`config.mk`:
```
export PLATFORM = sky130hd
export DESIGN_NAME = vma_front
export DESIGN_NICKNAME = d
export VERILOG_FILES = /design/src/rtl/vma_pkg.sv /design/src/rtl/vma_front.sv
export SDC_FILE = /design/constraint.sdc
export NUM_CORES = 2
export LEC_CHECK = 0
export BUFFER_PORTS_ARGS = -buffer_cell sky130_fd_sc_hd__buf_2
export CORE_ASPECT_RATIO = 0.8
export CORE_MARGIN = 5
export CORE_UTILIZATION = 35
export DETAILED_ROUTE_END_ITERATION = 10
export GPL_TIMING_DRIVEN = 0
export SETUP_SLACK_MARGIN = 0.15
export SYNTH_ARGS = -nofsm -noshare
export SYNTH_HDL_FRONTEND = slang
export SYNTH_SLANG_ARGS = --single-unit
```
`constraint.sdc`:
```
create_clock -name clk -period 8.2 [get_ports clk]
set_clock_uncertainty 0.1 [all_clocks]
set_input_delay 0 -clock clk [delete_from_list [all_inputs] [get_ports clk]]
set_output_delay 0 -clock clk [all_outputs]
set_load 0.005 [all_outputs]
```
`src/rtl/vma_pkg.sv`:
```
package vma_pkg;

	localparam int CFG_W  = 7;
	localparam int COL_W  = 6;
	localparam int DATA_W = 32;
	localparam int SUM_W  = 64;

	localparam logic [CFG_W-1:0] CFG_RESET = 7'd64;

	localparam logic signed [SUM_W-1:0] SUM_MAX = {1'b0, {(SUM_W-1){1'b1}}};
	localparam logic signed [SUM_W-1:0] SUM_MIN = {1'b1, {(SUM_W-1){1'b0}}};

	typedef struct packed {
		logic signed [DATA_W-1:0] matrix_value;
		logic signed [DATA_W-1:0] vector_value;
		logic                     final_element;
	} in_item_t;

	typedef struct packed {
		logic [COL_W-1:0]        column_index;
		logic signed [SUM_W-1:0] dot_value;
		logic                    last_column;
	} out_item_t;

	function automatic logic signed [SUM_W-1:0] sat_add(
		input logic signed [SUM_W-1:0] a,
		input logic signed [SUM_W-1:0] b
	);
		logic signed [SUM_W-1:0] s;
		s = a + b;
		if (a[SUM_W-1] == b[SUM_W-1] && s[SUM_W-1] != a[SUM_W-1]) begin
			s = a[SUM_W-1] ? SUM_MIN : SUM_MAX;
		end
		return s;
	endfunction

endpackage

```
`src/rtl/vma_front.sv`:
```
module vma_front import vma_pkg::*; #(
	parameter int CW = 6
) (
	input  logic                clk,
	input  logic                arst_n,
	input  logic                in_valid,
	output logic                in_ready,
	input  in_item_t            in_data,
	input  logic [CFG_W-1:0]    n_cols,
	output logic                push,
	input  logic                full,
	output logic [SUM_W+CW:0]   push_data
);

	logic signed [DATA_W-1:0] m_s1;
	logic signed [DATA_W-1:0] v_s1;
	logic                     fin_s1;
	logic [CW-1:0]            col_s1;
	logic                     vld_s1;
	logic [CW-1:0]            pos_q;
	logic [CW-1:0]            cur;
	logic [CFG_W-1:0]         nxt;
	logic                     accept;
	logic signed [SUM_W-1:0]  prod;

	assign in_ready = !vld_s1 || !full;
	assign accept   = in_valid && in_ready;
	assign push     = vld_s1 && !full;

	always_comb begin
		cur = pos_q;
		if (CFG_W'(pos_q) >= n_cols) begin
			cur = '0;
		end
		nxt = CFG_W'(cur) + CFG_W'(1);
	end

	always_ff @(posedge clk or negedge arst_n) begin
		if (!arst_n) begin
			vld_s1 <= 1'b0;
			pos_q  <= '0;
		end else begin
			if (accept) begin
				vld_s1 <= 1'b1;
				if (in_data.final_element || nxt >= n_cols) begin
					pos_q <= '0;
				end else begin
					pos_q <= nxt[CW-1:0];
				end
			end else if (push) begin
				vld_s1 <= 1'b0;
			end
		end
	end

	always_ff @(posedge clk) begin
		if (accept) begin
			m_s1   <= in_data.matrix_value;
			v_s1   <= in_data.vector_value;
			fin_s1 <= in_data.final_element;
			col_s1 <= cur;
		end
	end

	assign prod      = m_s1 * v_s1;
	assign push_data = {fin_s1, col_s1, prod};

endmodule

```
==> impl_metrics.py <==
metrics = {
    "synthesis": {
        "seq_area_frac_synth_pct": 5.84,
        "netlist_instances": 4113,
        "async_flop_share_pct": 8.97,
        "ys_warn_count": 0,
        "synth_area_mm2": 0.0395,
        "synthDominantCellAreaShare_pct": 54.9,
        "yosys.area.top_type": "fa_1",
        "synth_ff_type": "edfxtp_1",
        "synth_nets": 5469,
        "yosysMostFrequentCell": "fa_1",
        "yosys-top-cells-area": "fa_1 (55%), inv_1 (9.7%), and2_1 (8.2%), ha_1 (6.3%), edfxtp_1 (5.4%)",
        "synth_seq_cells": 78,
        "synth_common_cells": "fa_1 (1082), inv_1 (1019), nand2_1 (533)",
        "synth_cell_types": 74,
        "synth_edf_count": 71,
        "syn_avg_cell_area_um2": 9.60,
    },
    "cts": {
        "cts_buffers": 9,
        "clock_path_buffers": 2,
        "clk_latency_ps": 460,
        "cts.sinks": 78,
        "clockRootBuffer": "clkbuf_16",
        "clk_pin_slew_worst_paths_ps": 80,
        "htreeDepth": 3,
        "cts_tree": "done",
    },
    "worst_hold_path": {
        "worstHoldStart": "full",
        "hold_path.class": "input pin to register",
        "hold_path_depth": 5,
    },
    "critical_path": {
        "r2r-start": "pos_q[0]",
        "crit_top_cell": "fa_1",
        "reg2reg_depth": 20,
        "crit_start": "v_s1[31]",
        "startpoint_type": "register",
        "worstSetupPathType": "register to output pin",
        "slowest_stage": "fa_2",
        "critical_path.max_fanout": 10,
        "cp.depth": 25,
        "crit_arrival_ps": 8500,
        "path_delay_family": "adder cells",
        "required_ps": 8100,
        "max_stage_delay_ps": 620,
        "cp-end-kind": "output pin",
        "crit_buf_inv": 6,
    },
    "sta": {
        "slew_violations": 0,
        "min_period_over_period_pct": 105,
        "finalWorstSetupSlack_ps": -398,
        "grt_setup_unrepaired": "true",
        "worst_pin_slew_ps": 958,
        "setup_violations": 14,
        "hold_violations": 0,
        "fin_crit_ps": 8600,
        "slew_headroom_pct": 36.1,
        "max_freq_mhz": 116,
    },
    "routing": {
        "avgViaCountPerCell": 5.10,
        "drt_pass1_iterations": 6,
        "totalWireLength_um": 153000,
        "ant_nets": 0,
        "drtIter0Drc": 2646,
        "drc": 0,
        "vias": 30800,
        "wl_per_cell_um": 25.3,
    },
    "floorplan": {
        "dieArea_mm2": 0.120,
        "die_h_um": 310,
        "rows": 110,
        "die_w_um": 385,
        "num_io_pins": 149,
        "start_util_pct": 35.2,
        "core_mm2": 0.112,
    },
    "global_route": {
        "antenna_found_initial": 4,
        "grt_max_degree": 49,
        "grt_pass1_wl_um": 223000,
        "grt_pass1_vias": 32400,
        "overflow": 0,
        "track_usage_pct": 26.2,
    },
    "place": {
        "dp_hpwl_um": 125000,
        "place_congestion": 1.03,
        "numPortBuffers": 148,
        "post-place-ws_ps": -2800,
    },
    "layout": {
        "area_delta_synth_final_pct": 19.6,
        "final_nets": 5870,
        "drive_above_1_share_pct": 18.5,
    },
    "flow_run": {
        "drv_cap": 0,
    },
    "status": {
        "status": "finished, violations left",
        "violations": "negative setup slack",
    },
}
==> cell families (layout without fill, tap and decap cells) <==
logic type,count (synthesis),count (layout),synth area share (%)
adder cells (fa/ha/maj),1280,1280,61.1
AND/OR/NAND/NOR,1232,1232,15.7
buffers and inverters,1226,1632,11.7
AO/OA/AOI/OAI,228,228,4.11
flip-flops,78,78,5.84
XOR/XNOR,69,69,1.53
other,0,3,0
==> worst register-to-register path: stages (launching register included) <==
cell and delay [ps]:
dfrtp_1 380, inv_1 100, ha_1 230, nand2b_1 140, a21o_1 170, a21o_1 160
a21o_1 170, a21o_1 160, a21oi_1 260, nor2_1 220, nor2_1 280, ha_1 300
ha_1 280, a21o_1 160, a21o_1 170, a21o_1 160, a21o_1 160, a21oi_1 170
o21ai_0 210, a211oi_1 240, a21o_1 110
==> layout by cell type (no fill, tap or decap), types with 15 or more instances in the layout <==
master / Yosys / final
fa_1: 1082 / 995
inv_1: 1019 / 988
nand2_1: 533 / 508
and2_1: 517 / 506
ha_1: 198 / 165
buf_4: 1 / 162
buf_2: 5 / 158
fa_2: 0 / 87
edfxtp_1: 71 / 71
dlygate4sd3_1: 0 / 70
nor2_1: 72 / 67
clkbuf_4: 0 / 59
buf_6: 2 / 57
xnor2_1: 48 / 42
a21oi_1: 67 / 36
a21o_1: 27 / 27
clkbuf_8: 0 / 25
inv_2: 0 / 25
o21ai_0: 40 / 23
ha_4: 0 / 23
a21oi_2: 2 / 22
xor2_1: 21 / 21
clkbuf_2: 0 / 20
nand2_2: 0 / 20
nand2b_1: 19 / 19
buf_8: 0 / 16
nand3_1: 19 / 16
clkbuf_16: 0 / 15
==> area by class of cell <==
type | count | area, µm²
inverters | 1019 | 3840
clock inverters | 6 | 68.8
clock buffers | 10 | 229
repair buffers | 390 | 3040
fillers | 11000 | 65100
well taps | 1512 | 1890
diodes | 3 | 7.51
multi-input cells | 2809 | 33900
flip-flops and latches | 78 | 2310
plain buffers | 207 | 1930
==> what timing repair did <==
action                     4_1_cts  5_1_grt
setup buffers                  119       51
hold buffers                    70        0
resized for setup              587      338
pin swaps                       70      152
cloned                           1        0
setup endpoints to repair       44       35
hold endpoints to repair        82        0
==> routing by layer <==
| layer | vias to the layer above | routed length, µm | track usage (%) |
|---|---|---|---|
| met2 | 1761 | 61000 | 36.1 |
| met1 | 16100 | 63200 | 36.7 |
| li1 | 12700 | - | - |
| met3 | 262 | 22900 | 12.1 |
| met5 | - | 57 | 0 |
| met4 | 4 | 5520 | 7.96 |
==> per-stage QoR <==
step	hold WS [ps]	instance area [µm²]	util (%)	setup TNS, ps	std cells
after floorplan	-396	39500	-	0	4113
final	60.7	47200	42.0	-2460	6034
after CTS	49.4	45900	40.9	-3040	5980
after global routing	117	47200	42.0	-5730	6032
after global placement	-224	42100	37.5	-34030	5773
after detailed placement	-226	42100	37.5	-34900	5774
==> path summary, 6_finish.rpt <==
kind,to,slack [ps]
max reg2reg,pos_q[4],3790
min reg2reg,pos_q[1],460
max,push_data[62],-400
min,pos_q[1],60
min in group asynchronous,vld_s1,420
max in group asynchronous,pos_q[5],7290
==> flip-flops by register name, summed over array words and instances (netlist names) <==
| signal | flops |
|---|---|
| vld_s1 | 1 |
| fin_s1 | 1 |
| m_s1 | 32 |
| col_s1 | 6 |
| v_s1 | 32 |
| pos_q | 6 |
Power is not shown: default switching activity piles up to over one toggle a cycle in this logic, so the estimate is an artifact.
