===== config.mk =====
export PLATFORM = sky130hd
export DESIGN_NAME = vma_queue
export DESIGN_NICKNAME = d
export VERILOG_FILES = /design/src/rtl/vma_queue.sv
export SDC_FILE = /design/constraint.sdc
export NUM_CORES = 1
export LEC_CHECK = 0
export BUFFER_PORTS_ARGS = -buffer_cell sky130_fd_sc_hd__buf_2
export CAP_MARGIN = 20
export CORE_MARGIN = 1
export CORE_UTILIZATION = 50
export DETAILED_ROUTE_END_ITERATION = 8
export GPL_TIMING_DRIVEN = 0
export PLACE_DENSITY = 0.71
export SETUP_SLACK_MARGIN = 0.2
export SLEW_MARGIN = 5
export SYNTH_ARGS = -nofsm -noshare
export SYNTH_HDL_FRONTEND = slang
export SYNTH_SLANG_ARGS = --single-unit
export TNS_END_PERCENT = 20

===== constraint.sdc =====
create_clock -name clk -period 3.63 [get_ports clk]
set_input_delay 0.1815 -clock clk [delete_from_list [all_inputs] [get_ports clk]]
set_output_delay 0.1815 -clock clk [all_outputs]
set_load 0.05 [all_outputs]

===== src/rtl/vma_queue.sv =====
module vma_queue #(
	parameter int W = 8
) (
	input  logic         clk,
	input  logic         arst_n,
	input  logic         push,
	input  logic [W-1:0] push_data,
	output logic         full,
	input  logic         pop,
	output logic         empty,
	output logic [W-1:0] pop_data
);

	localparam int DEPTH = 4;
	localparam int AW    = 2;

	logic [W-1:0]  slot_q [DEPTH];
	logic [AW-1:0] wr_q;
	logic [AW-1:0] rd_q;
	logic [AW:0]   cnt_q;

	assign full     = cnt_q == (AW+1)'(DEPTH);
	assign empty    = cnt_q == '0;
	assign pop_data = slot_q[rd_q];

	always_ff @(posedge clk or negedge arst_n) begin
		if (!arst_n) begin
			wr_q  <= '0;
			rd_q  <= '0;
			cnt_q <= '0;
		end else begin
			if (push) begin
				wr_q <= wr_q + AW'(1);
			end
			if (pop) begin
				rd_q <= rd_q + AW'(1);
			end
			if (push && !pop) begin
				cnt_q <= cnt_q + (AW+1)'(1);
			end else if (pop && !push) begin
				cnt_q <= cnt_q - (AW+1)'(1);
			end
		end
	end

	always_ff @(posedge clk) begin
		if (push) begin
			slot_q[wr_q] <= push_data;
		end
	end

endmodule


==> results of run 1 <==
## power by group
part / total [W] / leakage, nW / switching (W) / internal (W)
registers: 0.000649 / 0.376 / 0.0000490 / 0.000600
clock network: 0.000204 / 0.0293 / 0.000129 / 0.0000755
logic: 0.000629 / 0.261 / 0.000417 / 0.000212
## worst max path at each step
stage	slack (ns)	from	end
global placement	2.19	push	cnt_q[2]
floorplan	1.85	cnt_q[0]	full
CTS	1.80	rd_q[0]	pop_data[4]
finish	1.83	rd_q[0]	pop_data[4]
detailed placement	2.15	push	cnt_q[2]
global route	1.76	rd_q[0]	pop_data[2]
## metrics by stage
stage	cell area, sq um	total power, W	cells	hold slack (ns)
floorplan	1550	0.00117	76	-0.114
global placement	1690	0.00128	128	0.0238
detailed placement	1690	0.00130	128	0.0249
CTS	1750	0.00150	137	0.0433
global route	1750	0.00158	137	0.0220
finish	1750	0.00148	137	0.0536
## placed cells by master, fill, tap and decap left out, types with 2 or more instances in the layout
cell type	n
edfxtp_1	32
buf_2	22
mux4_2	8
dfrtp_1	7
ha_1	5
clkbuf_4	5
inv_1	4
and2_1	4
xor2_1	4
xnor2_1	2
nand2_1	2
clkbuf_1	2
## layer usage
metal | GRT usage, % | vias to the layer above | part of all wire, %
li1 | - | 348 | -
met1 | 20.0 | 385 | 40
met2 | 27.2 | 20 | 54
met3 | 7.59 | 5 | 5.1
met4 | 6.27 | 0 | 1.7
met5 | 0 | - | 0
## worst register-to-register path, delay by kind of cell (launching register included)
kind	cells	cell delay (ns)
flops	1	0.44
simple gates	1	0.39
fa+ha+maj	1	0.14
buf+inv	1	0.10
## layout make-up
cell class              count  area [sq um]  share of cell area, %
multi-input cells          31           380                   21.7
clock inverters             1          5.00                  0.286
inverters                   4          15.0                  0.857
flip-flops and latches     39          1140                   64.9
plain buffers               2          16.3                  0.929
clock buffers               7          45.0                   2.57
repair buffers             22           115                   6.57
well taps                  31          38.8                   2.21
## flip-flops by register name, summed over array words and instances, names as in the netlist
register and flops:
wr_q 2, slot_q 32, rd_q 2, cnt_q 3
## logic make-up after synthesis
logic type                 Yosys count  share of synthesized area, %
xor gates and xnor gates             6                          3.40
adders and majority gates            6                          5.34
DFF                                 39                          73.4
buffers and inverters                6                          2.02
AOI/OAI and AO/OA                    1                         0.323
muxes                                9                          12.4
and+or+nand+nor                      9                          3.15
## repair_timing
action                                  4_1_cts  5_1_grt
hold endpoints to repair                      7        0
hold buffers                                  1        0
endpoints found under the setup margin        0        0
==> impl_metrics.py, run 1 <==
metrics = {
    "routing": {
        "drc": 3,
        "routed_wl_mm": 2.27,
        "via_count": 758,
        "viasPerCell": 5.53,
        "drtPass1Iterations": 6,
        "dr.first_iter.drc_count": 20,
        "antenna_left": 0,
        "wl_per_cell_microns": 16.6,
    },
    "worst_setup_path": {
        "critPathCaptureType": "output pin",
        "path_depth": 3,
        "worstReg2RegStart": "wr_q[0]",
        "critPathRequiredTime_ns": 3.45,
        "critPathArrivalTime_ns": 1.62,
        "crit_family": "multiplexers",
        "crit_chain": "buf_6 > mux4_2 > buf_2",
        "critPathSlowestCell": "mux4_2",
        "slowest_delay_ns": 0.52,
        "timing.rr.end": "slot_q[2][4]",
        "worst-path-buf-inv": 2,
        "startpoint_type": "flop",
        "critPathKind": "reg -> out",
        "r2r_setup_slack_ns": 2.22,
        "r2r_cells": 3,
        "cp_max_fo": 10,
    },
    "synth": {
        "syn_area_per_cell_sq_um": 20.4,
        "synth_nets": 94,
        "syn_area_sq_um": 1550,
        "synth_edf_count": 32,
        "synth.top_cell.area_share_pct": 62.1,
        "yosys.area.top_type": "edfxtp_1",
        "synthDistinctLibCells": 17,
        "yosys-top-cells-area": "edfxtp_1 62%, mux4_2 12%, dfrtp_1 11%",
        "async_flop_share_pct": 17.9,
        "ys_ff_latch": 39,
        "synth-main-ff-cell": "edfxtp_1",
        "synth_top_cells_by_count": "32 x edfxtp_1, 8 x mux4_2, 7 x dfrtp_1, 5 x ha_1",
        "synth_warnings": 0,
        "netlist_instances": 76,
        "synthMostInstantiatedCell": "edfxtp_1",
        "ys_seq_area_share_pct": 73.4,
    },
    "power_and_ir_drop": {
        "ir_drop_mv": 0.461,
        "power.leakage_nw": 0.666,
        "power_density_nw_per_um2": 846,
    },
    "cts": {
        "cts_resized": 0,
        "clkTransAtPathRegs_ns": 0.10,
        "ctsHtreeMaxLevel": 2,
        "cts.sinks": 39,
        "ctsLongestPathBuffers": 2,
        "numCtsBuffers": 5,
        "cts-root-buf": "clkbuf_4",
        "cts_setup_buffers": 0,
        "cts_tree": "yes",
        "clock_latency_ns": 0.34,
    },
    "outcome": {
        "violations": "DRC",
        "status": "finished, violations left",
    },
    "sta": {
        "rsz0062_at_grt": "no",
        "hold_viol_final": 0,
        "relSlewSlack_pct": 70.4,
        "fin_skew_ns": 0.00559,
        "setup_slack_ns": 1.83,
        "timing.setup.tns_ns": 0,
        "finalCritPeriodShare_pct": 49.6,
        "setup_viol": 0,
        "max_freq_mhz": 556,
        "worstMarginPinSlew_ns": 0.444,
        "fin_crit_ns": 1.80,
        "slew_viol_final": 0,
    },
    "layout": {
        "post-route-util_pct": 61.4,
        "n_antenna_cell": 0,
        "fin_nets": 123,
        "drive_above_1_share_pct": 35.8,
        "fill_cells": 237,
        "syn_to_final_growth_pct": 13.2,
    },
    "global_routing": {
        "grt_pass1_wl_mm": 3.67,
        "grt_usage_pct": 16.8,
        "grt_max_degree": 12,
        "antenna_found_initial": 0,
        "grt_pass1_vias": 777,
        "overflow": 0,
    },
    "place": {
        "gp_congestion": 0.647,
        "portBuffers": 21,
        "dp_slack_ns": 2.15,
        "post-dp-hpwl_mm": 1.53,
    },
    "floorplan": {
        "core_area_sq_um": 2850,
        "initial_core_util_pct": 54.3,
        "die-area_sq_um": 3320,
        "rows": 19,
        "dieWidth_microns": 57.6,
        "fp.dieH_microns": 57.6,
        "io-pin-count": 22,
    },
    "flow_run": {
        "drv_cap": 0,
    },
    "min_path": {
        "hold_path_depth": 1,
        "min_path_type": "in -> reg",
        "hp-start": "push_data[6]",
        "hold_path_end": "slot_q[2][6]",
    },
}
Note: power is estimated with default switching activity, not from simulation.
==> inputs of run 2 (changes only) <==
clock period = 1.7 ns   (was 3.63 ns; I/O delays follow)
==> run 2 against run 1 <==
- non-clock buffer count up 12
- sequential share of layout area fell by 7.2 points
- power rose by 150%
- final cell count increased by 8.8%
- combinational power rose to 2.6 times the previous value
- critical path depth unchanged
- die area did not move
- the run still ends with DRC left
- clock power rose to 2.9 times the previous value
- global-route usage rose by 1.2 points
==> impl_metrics.py, run 2 (synthesis results as in run 1) <==
metrics = {
    "routing": {
        "antenna_left": 0,
        "drc": 3,
        "dr.first_iter.drc_count": 28,
        "wl_per_cell_microns": 16.8,
        "routed_wl_mm": 2.51,
        "viasPerCell": 5.28,
        "drtPass1Iterations": 6,
        "via_count": 787,
    },
    "floorplan": {
        "rows": 19,
        "io-pin-count": 22,
        "fp.dieH_microns": 57.6,
        "dieWidth_microns": 57.6,
        "core_area_sq_um": 2850,
        "die-area_sq_um": 3320,
        "initial_core_util_pct": 54.3,
    },
    "global_routing": {
        "overflow": 0,
        "grt_pass1_vias": 851,
        "antenna_found_initial": 0,
        "grt_pass1_wl_mm": 4.13,
        "grt_usage_pct": 18.1,
        "grt_max_degree": 13,
    },
    "worst_setup_path": {
        "crit_chain": "buf_8 > mux4_2 > buf_8",
        "crit_path_frequent_cell": "buf_8",
        "critPathSlowestCell": "mux4_2",
        "critPathRequiredTime_ns": 1.62,
        "critPathKind": "reg -> out",
        "startpoint_type": "flop",
        "slowest_delay_ns": 0.54,
        "critPathCaptureType": "output pin",
        "critPathArrivalTime_ns": 1.59,
        "cp_max_fo": 9,
    },
    "min_path": {
        "min_path_type": "in -> reg",
    },
    "cts": {
        "clock_latency_ns": 0.34,
        "numCtsBuffers": 5,
        "clkTransAtPathRegs_ns": 0.11,
        "cts_tree": "yes",
        "cts.sinks": 39,
        "cts-root-buf": "clkbuf_4",
        "ctsHtreeMaxLevel": 2,
        "ctsLongestPathBuffers": 2,
    },
    "outcome": {
        "status": "finished, violations left",
        "violations": "DRC",
    },
    "power_and_ir_drop": {
        "power.leakage_nw": 0.754,
        "power_density_nw_per_um2": 1850,
        "p_total_w": 0.00365,
        "ir_drop_mv": 1.14,
    },
    "layout": {
        "layout_commonest_cell": "edfxtp_1",
        "layout_common_cells": "32 x edfxtp_1, 14 x buf_2, 12 x dlygate4sd3_1, 8 x mux4_2, 6 x dfrtp_1",
        "fin_nets": 135,
        "syn_to_final_growth_pct": 27.5,
        "reg_top3": "slot_q (32), cnt_q (3)",
        "n_antenna_cell": 0,
        "largest_register_ffs": 32,
        "regMostFlops": "slot_q",
        "drive_above_1_share_pct": 36.4,
        "design_area_sq_um": 1970,
    },
    "place": {
        "post-dp-hpwl_mm": 1.56,
        "gp_congestion": 0.627,
        "placed_area_sq_um": 1700,
        "portBuffers": 21,
    },
    "flow_run": {
        "drv_cap": 0,
    },
    "sta": {
        "max_freq_mhz": 596,
        "fin_skew_ns": 0.00603,
        "hold_viol_final": 0,
        "worstMarginPinSlew_ns": 0.464,
        "relSlewSlack_pct": 69.1,
        "timing.setup.tns_ns": 0,
        "rsz0062_at_grt": "yes",
        "finalCritPeriodShare_pct": 98.6,
        "slew_viol_final": 0,
        "fin_crit_ns": 1.68,
        "setup_viol": 0,
    },
}
run 2: routing by layer:
| metal | up-vias | GRT usage (%) | wire length (microns) |
|---|---|---|---|
| met5 | - | 0 | 0 |
| li1 | 370 | - | - |
| met3 | 5 | 4.91 | 104 |
| met4 | 0 | 8.36 | 36 |
| met2 | 18 | 28.7 | 1290 |
| met1 | 394 | 23.5 | 1070 |
run 2: repair_timing:
action                                  4_1_cts  5_1_grt
endpoints found under the hold margin        41        0
resized for setup                            21        2
pin swaps                                     0        1
hold buffers                                 12        0
endpoints found under the setup margin        8        9
buffers inserted                              1        0
run 2: final cells by class:
cell class,count,area (sq um)
plain buffers,2,20.0
fillers,194,880
flip-flops and latches,39,1140
multi-input cells,31,388
repair buffers,34,298
inverters,4,15.0
clock inverters,3,38.8
well taps,31,38.8
clock buffers,5,37.5
run 2: stage by stage:
stage,hold WS (ns),setup WS (ns),std cells,utilization [%]
2_1_floorplan,-0.211,0.0825,76,-
3_5_place_dp,-0.0640,0.251,128,59.5
3_3_place_gp,-0.0736,0.302,128,59.5
5_1_grt,0.0737,-0.0391,149,69.2
4_1_cts,0.0232,0.0134,149,69.0
6_report,0.0269,0.0233,149,69.2
run 2: final timing paths:
path | start | cells past startpoint | to | slack (ns)
worst max-delay path | rd_q[0] | 3 | pop_data[0] | 0.02
worst min-delay path | push | 3 | wr_q[1] | 0.03
worst max register to register | wr_q[0] | 3 | slot_q[0][7] | 0.28
worst min register to register | cnt_q[2] | 1 | cnt_q[2] | 0.50
max in group asynchronous | arst_n | 2 | cnt_q[0] | 1.42
min in group asynchronous | arst_n | 2 | wr_q[0] | 0.10
run 2: worst max-delay path, delay by kind of cell (launching register included):
family	cells	cell delay [ns]
muxes	1	0.54
buffers and inverters	2	0.33
DFF	1	0.38
run 2: power by group:
part / switching [W] / leakage (nW) / internal [W]
clock: 0.000291 / 0.0426 / 0.000302
combinational: 0.000953 / 0.337 / 0.000700
sequential: 0.000118 / 0.375 / 0.00128
total: 0.00136 / 0.754 / 0.00229
==> inputs of run 3 (changes only) <==
CORE_ASPECT_RATIO = 1.5   (was default)
CORE_MARGIN = 2   (was 1)
==> run 3 against run 2 <==
- critical endpoint is now pop_data[3]
- final cell count shrank 1.3%
- clock power grew 11%
- sequential share of layout area grew 3.5 points
- critical path depth is the same
- highest routed layer unchanged
- global-route usage shrank 2.5 points
- critical path type unchanged
- the flow now finishes without violations
- worst setup slack gained 0.076 ns
- wire length shrank 8.0%
==> impl_metrics.py, run 3 (synthesis results as in run 1) <==
metrics = {
    "sta": {
        "timing.setup.tns_ns": 0,
        "hold_viol_final": 0,
        "relSlewSlack_pct": 69.8,
        "finalCritPeriodShare_pct": 94.1,
        "setup_viol": 0,
        "slew_viol_final": 0,
        "fin_crit_ns": 1.60,
        "whs_ns": 0.0107,
        "worstMarginPinSlew_ns": 0.452,
        "rsz0062_at_grt": "yes",
        "max_freq_mhz": 625,
        "fin_skew_ns": 0.00322,
    },
    "worst_setup_path": {
        "critPathKind": "reg -> out",
        "cp-startpoint": "rd_q[0]",
        "critPathRequiredTime_ns": 1.62,
        "crit_chain": "buf_8 > mux4_2 > buf_4",
        "critPathCaptureType": "output pin",
        "worstReg2RegStart": "cnt_q[0]",
        "startpoint_type": "flop",
        "critPathSlowestCell": "mux4_2",
        "slowest_delay_ns": 0.50,
        "cp_max_fo": 9,
        "critPathArrivalTime_ns": 1.52,
        "r2r_cells": 4,
    },
    "power_and_ir_drop": {
        "ir_drop_mv": 0.937,
        "power.leakage_nw": 0.708,
        "power_density_nw_per_um2": 1890,
        "p_total_w": 0.00352,
    },
    "routing": {
        "viasPerCell": 5.16,
        "routed_wl_mm": 2.31,
        "antenna_left": 0,
        "dr.first_iter.drc_count": 23,
        "drtPass1Iterations": 4,
        "via_count": 758,
        "drc": 0,
        "wl_per_cell_microns": 15.7,
    },
    "global_routing": {
        "antenna_found_initial": 0,
        "grt_max_degree": 12,
        "overflow": 0,
        "grt_pass1_vias": 811,
        "grt_pass1_wl_mm": 3.81,
        "grt_usage_pct": 15.6,
    },
    "cts": {
        "clkTransAtPathRegs_ns": 0.07,
        "ctsLongestPathBuffers": 2,
        "clock_latency_ns": 0.28,
        "numCtsBuffers": 5,
        "cts-root-buf": "clkbuf_8",
        "cts.sinks": 39,
        "ctsHtreeMaxLevel": 2,
        "cts_tree": "yes",
    },
    "outcome": {
        "status": "finished, final reports clean",
    },
    "layout": {
        "reg_top3": "slot_q (32), cnt_q (3)",
        "fin_nets": 125,
        "fill_cells": 236,
        "final_cells": 147,
        "layout_commonest_cell": "edfxtp_1",
        "regMostFlops": "slot_q",
        "largest_register_ffs": 32,
        "n_antenna_cell": 0,
        "syn_to_final_growth_pct": 20.0,
        "multi_input_comb_area_sq_um": 385,
        "design_area_sq_um": 1860,
        "final-seq-area_sq_um": 1140,
        "layout_common_cells": "32 x edfxtp_1, 14 x buf_2, 9 x buf_4, 8 x mux4_2",
        "drive_above_1_share_pct": 38.0,
    },
    "place": {
        "post-dp-hpwl_mm": 1.64,
        "placed_cells": 136,
        "gp_congestion": 0.643,
        "portBuffers": 21,
        "placed_area_sq_um": 1710,
    },
    "floorplan": {
        "fp.dieH_microns": 72.1,
        "dieWidth_microns": 49.4,
        "io-pin-count": 22,
        "die-area_sq_um": 3570,
        "initial_core_util_pct": 52.6,
        "core_area_sq_um": 2940,
        "rows": 24,
    },
    "min_path": {
        "hold_path_depth": 1,
        "min_path_type": "in -> reg",
        "hp-start": "push_data[1]",
    },
    "flow_run": {
        "drv_cap": 0,
    },
}
-- run 3: report_power, final --
part | switching (W) | internal, W | total [W]
Sequential | 0.000113 | 0.00128 | 0.00140
Combinational | 0.000903 | 0.000557 | 0.00146
Clock | 0.000290 | 0.000370 | 0.000660
Total | 0.00131 | 0.00221 | 0.00352
-- run 3: repair_timing --
action / in CTS / in global routing
resized for setup: 5 / 8
gates cloned: 0 / 0
endpoints found under the hold margin: 8 / 0
hold buffers: 2 / 0
buffers inserted: 1 / 0
endpoints found under the setup margin: 8 / 17
-- run 3: worst max-delay path: cells and delay by family, from the launching register on --
family / cells / cell delay (ns)
buffers and inverters: 2 / 0.36
flip-flops: 1 / 0.36
multiplexers: 1 / 0.50
-- run 3: worst paths after layout --
| path | end | slack [ns] |
|---|---|---|
| setup / recovery | pop_data[3] | 0.1 |
| hold / removal | slot_q[2][1] | 0.01 |
| setup reg to reg | cnt_q[2] | 0.29 |
| hold reg to reg | cnt_q[2] | 0.51 |
| max in group asynchronous | cnt_q[2] | 1.38 |
| min in group asynchronous | wr_q[1] | 0.16 |
-- run 3: layout make-up --
| type | instances | share of cell area [%] |
|---|---|---|
| plain buffers | 2 | 1.08 |
| repair buffers | 24 | 8.22 |
| inverters | 4 | 0.808 |
| well taps | 39 | 2.63 |
| clock buffers | 8 | 5.39 |
| multi-input cells | 31 | 20.7 |
| flip-flops and latches | 39 | 61.1 |
-- run 3: through the flow --
step / setup WS [ns] / utilization (%)
2_1_floorplan: 0.0825 / -
6_report: 0.0995 / 63.1
3_3_place_gp: 0.314 / 58.0
4_1_cts: 0.0671 / 62.8
5_1_grt: 0.0399 / 63.1
3_5_place_dp: 0.256 / 58.0
-- run 3: routing by layer --
| layer | vias to the layer above | wire length, microns | global-route usage (%) | part of all wire (%) |
|---|---|---|---|---|
| met5 | - | 0 | 0 | 0 |
| met4 | 0 | 57 | 7.41 | 2.5 |
| met3 | 7 | 118 | 5.76 | 5.1 |
| met2 | 19 | 1340 | 29.0 | 58 |
| met1 | 385 | 793 | 14.9 | 34 |
| li1 | 347 | - | - | - |
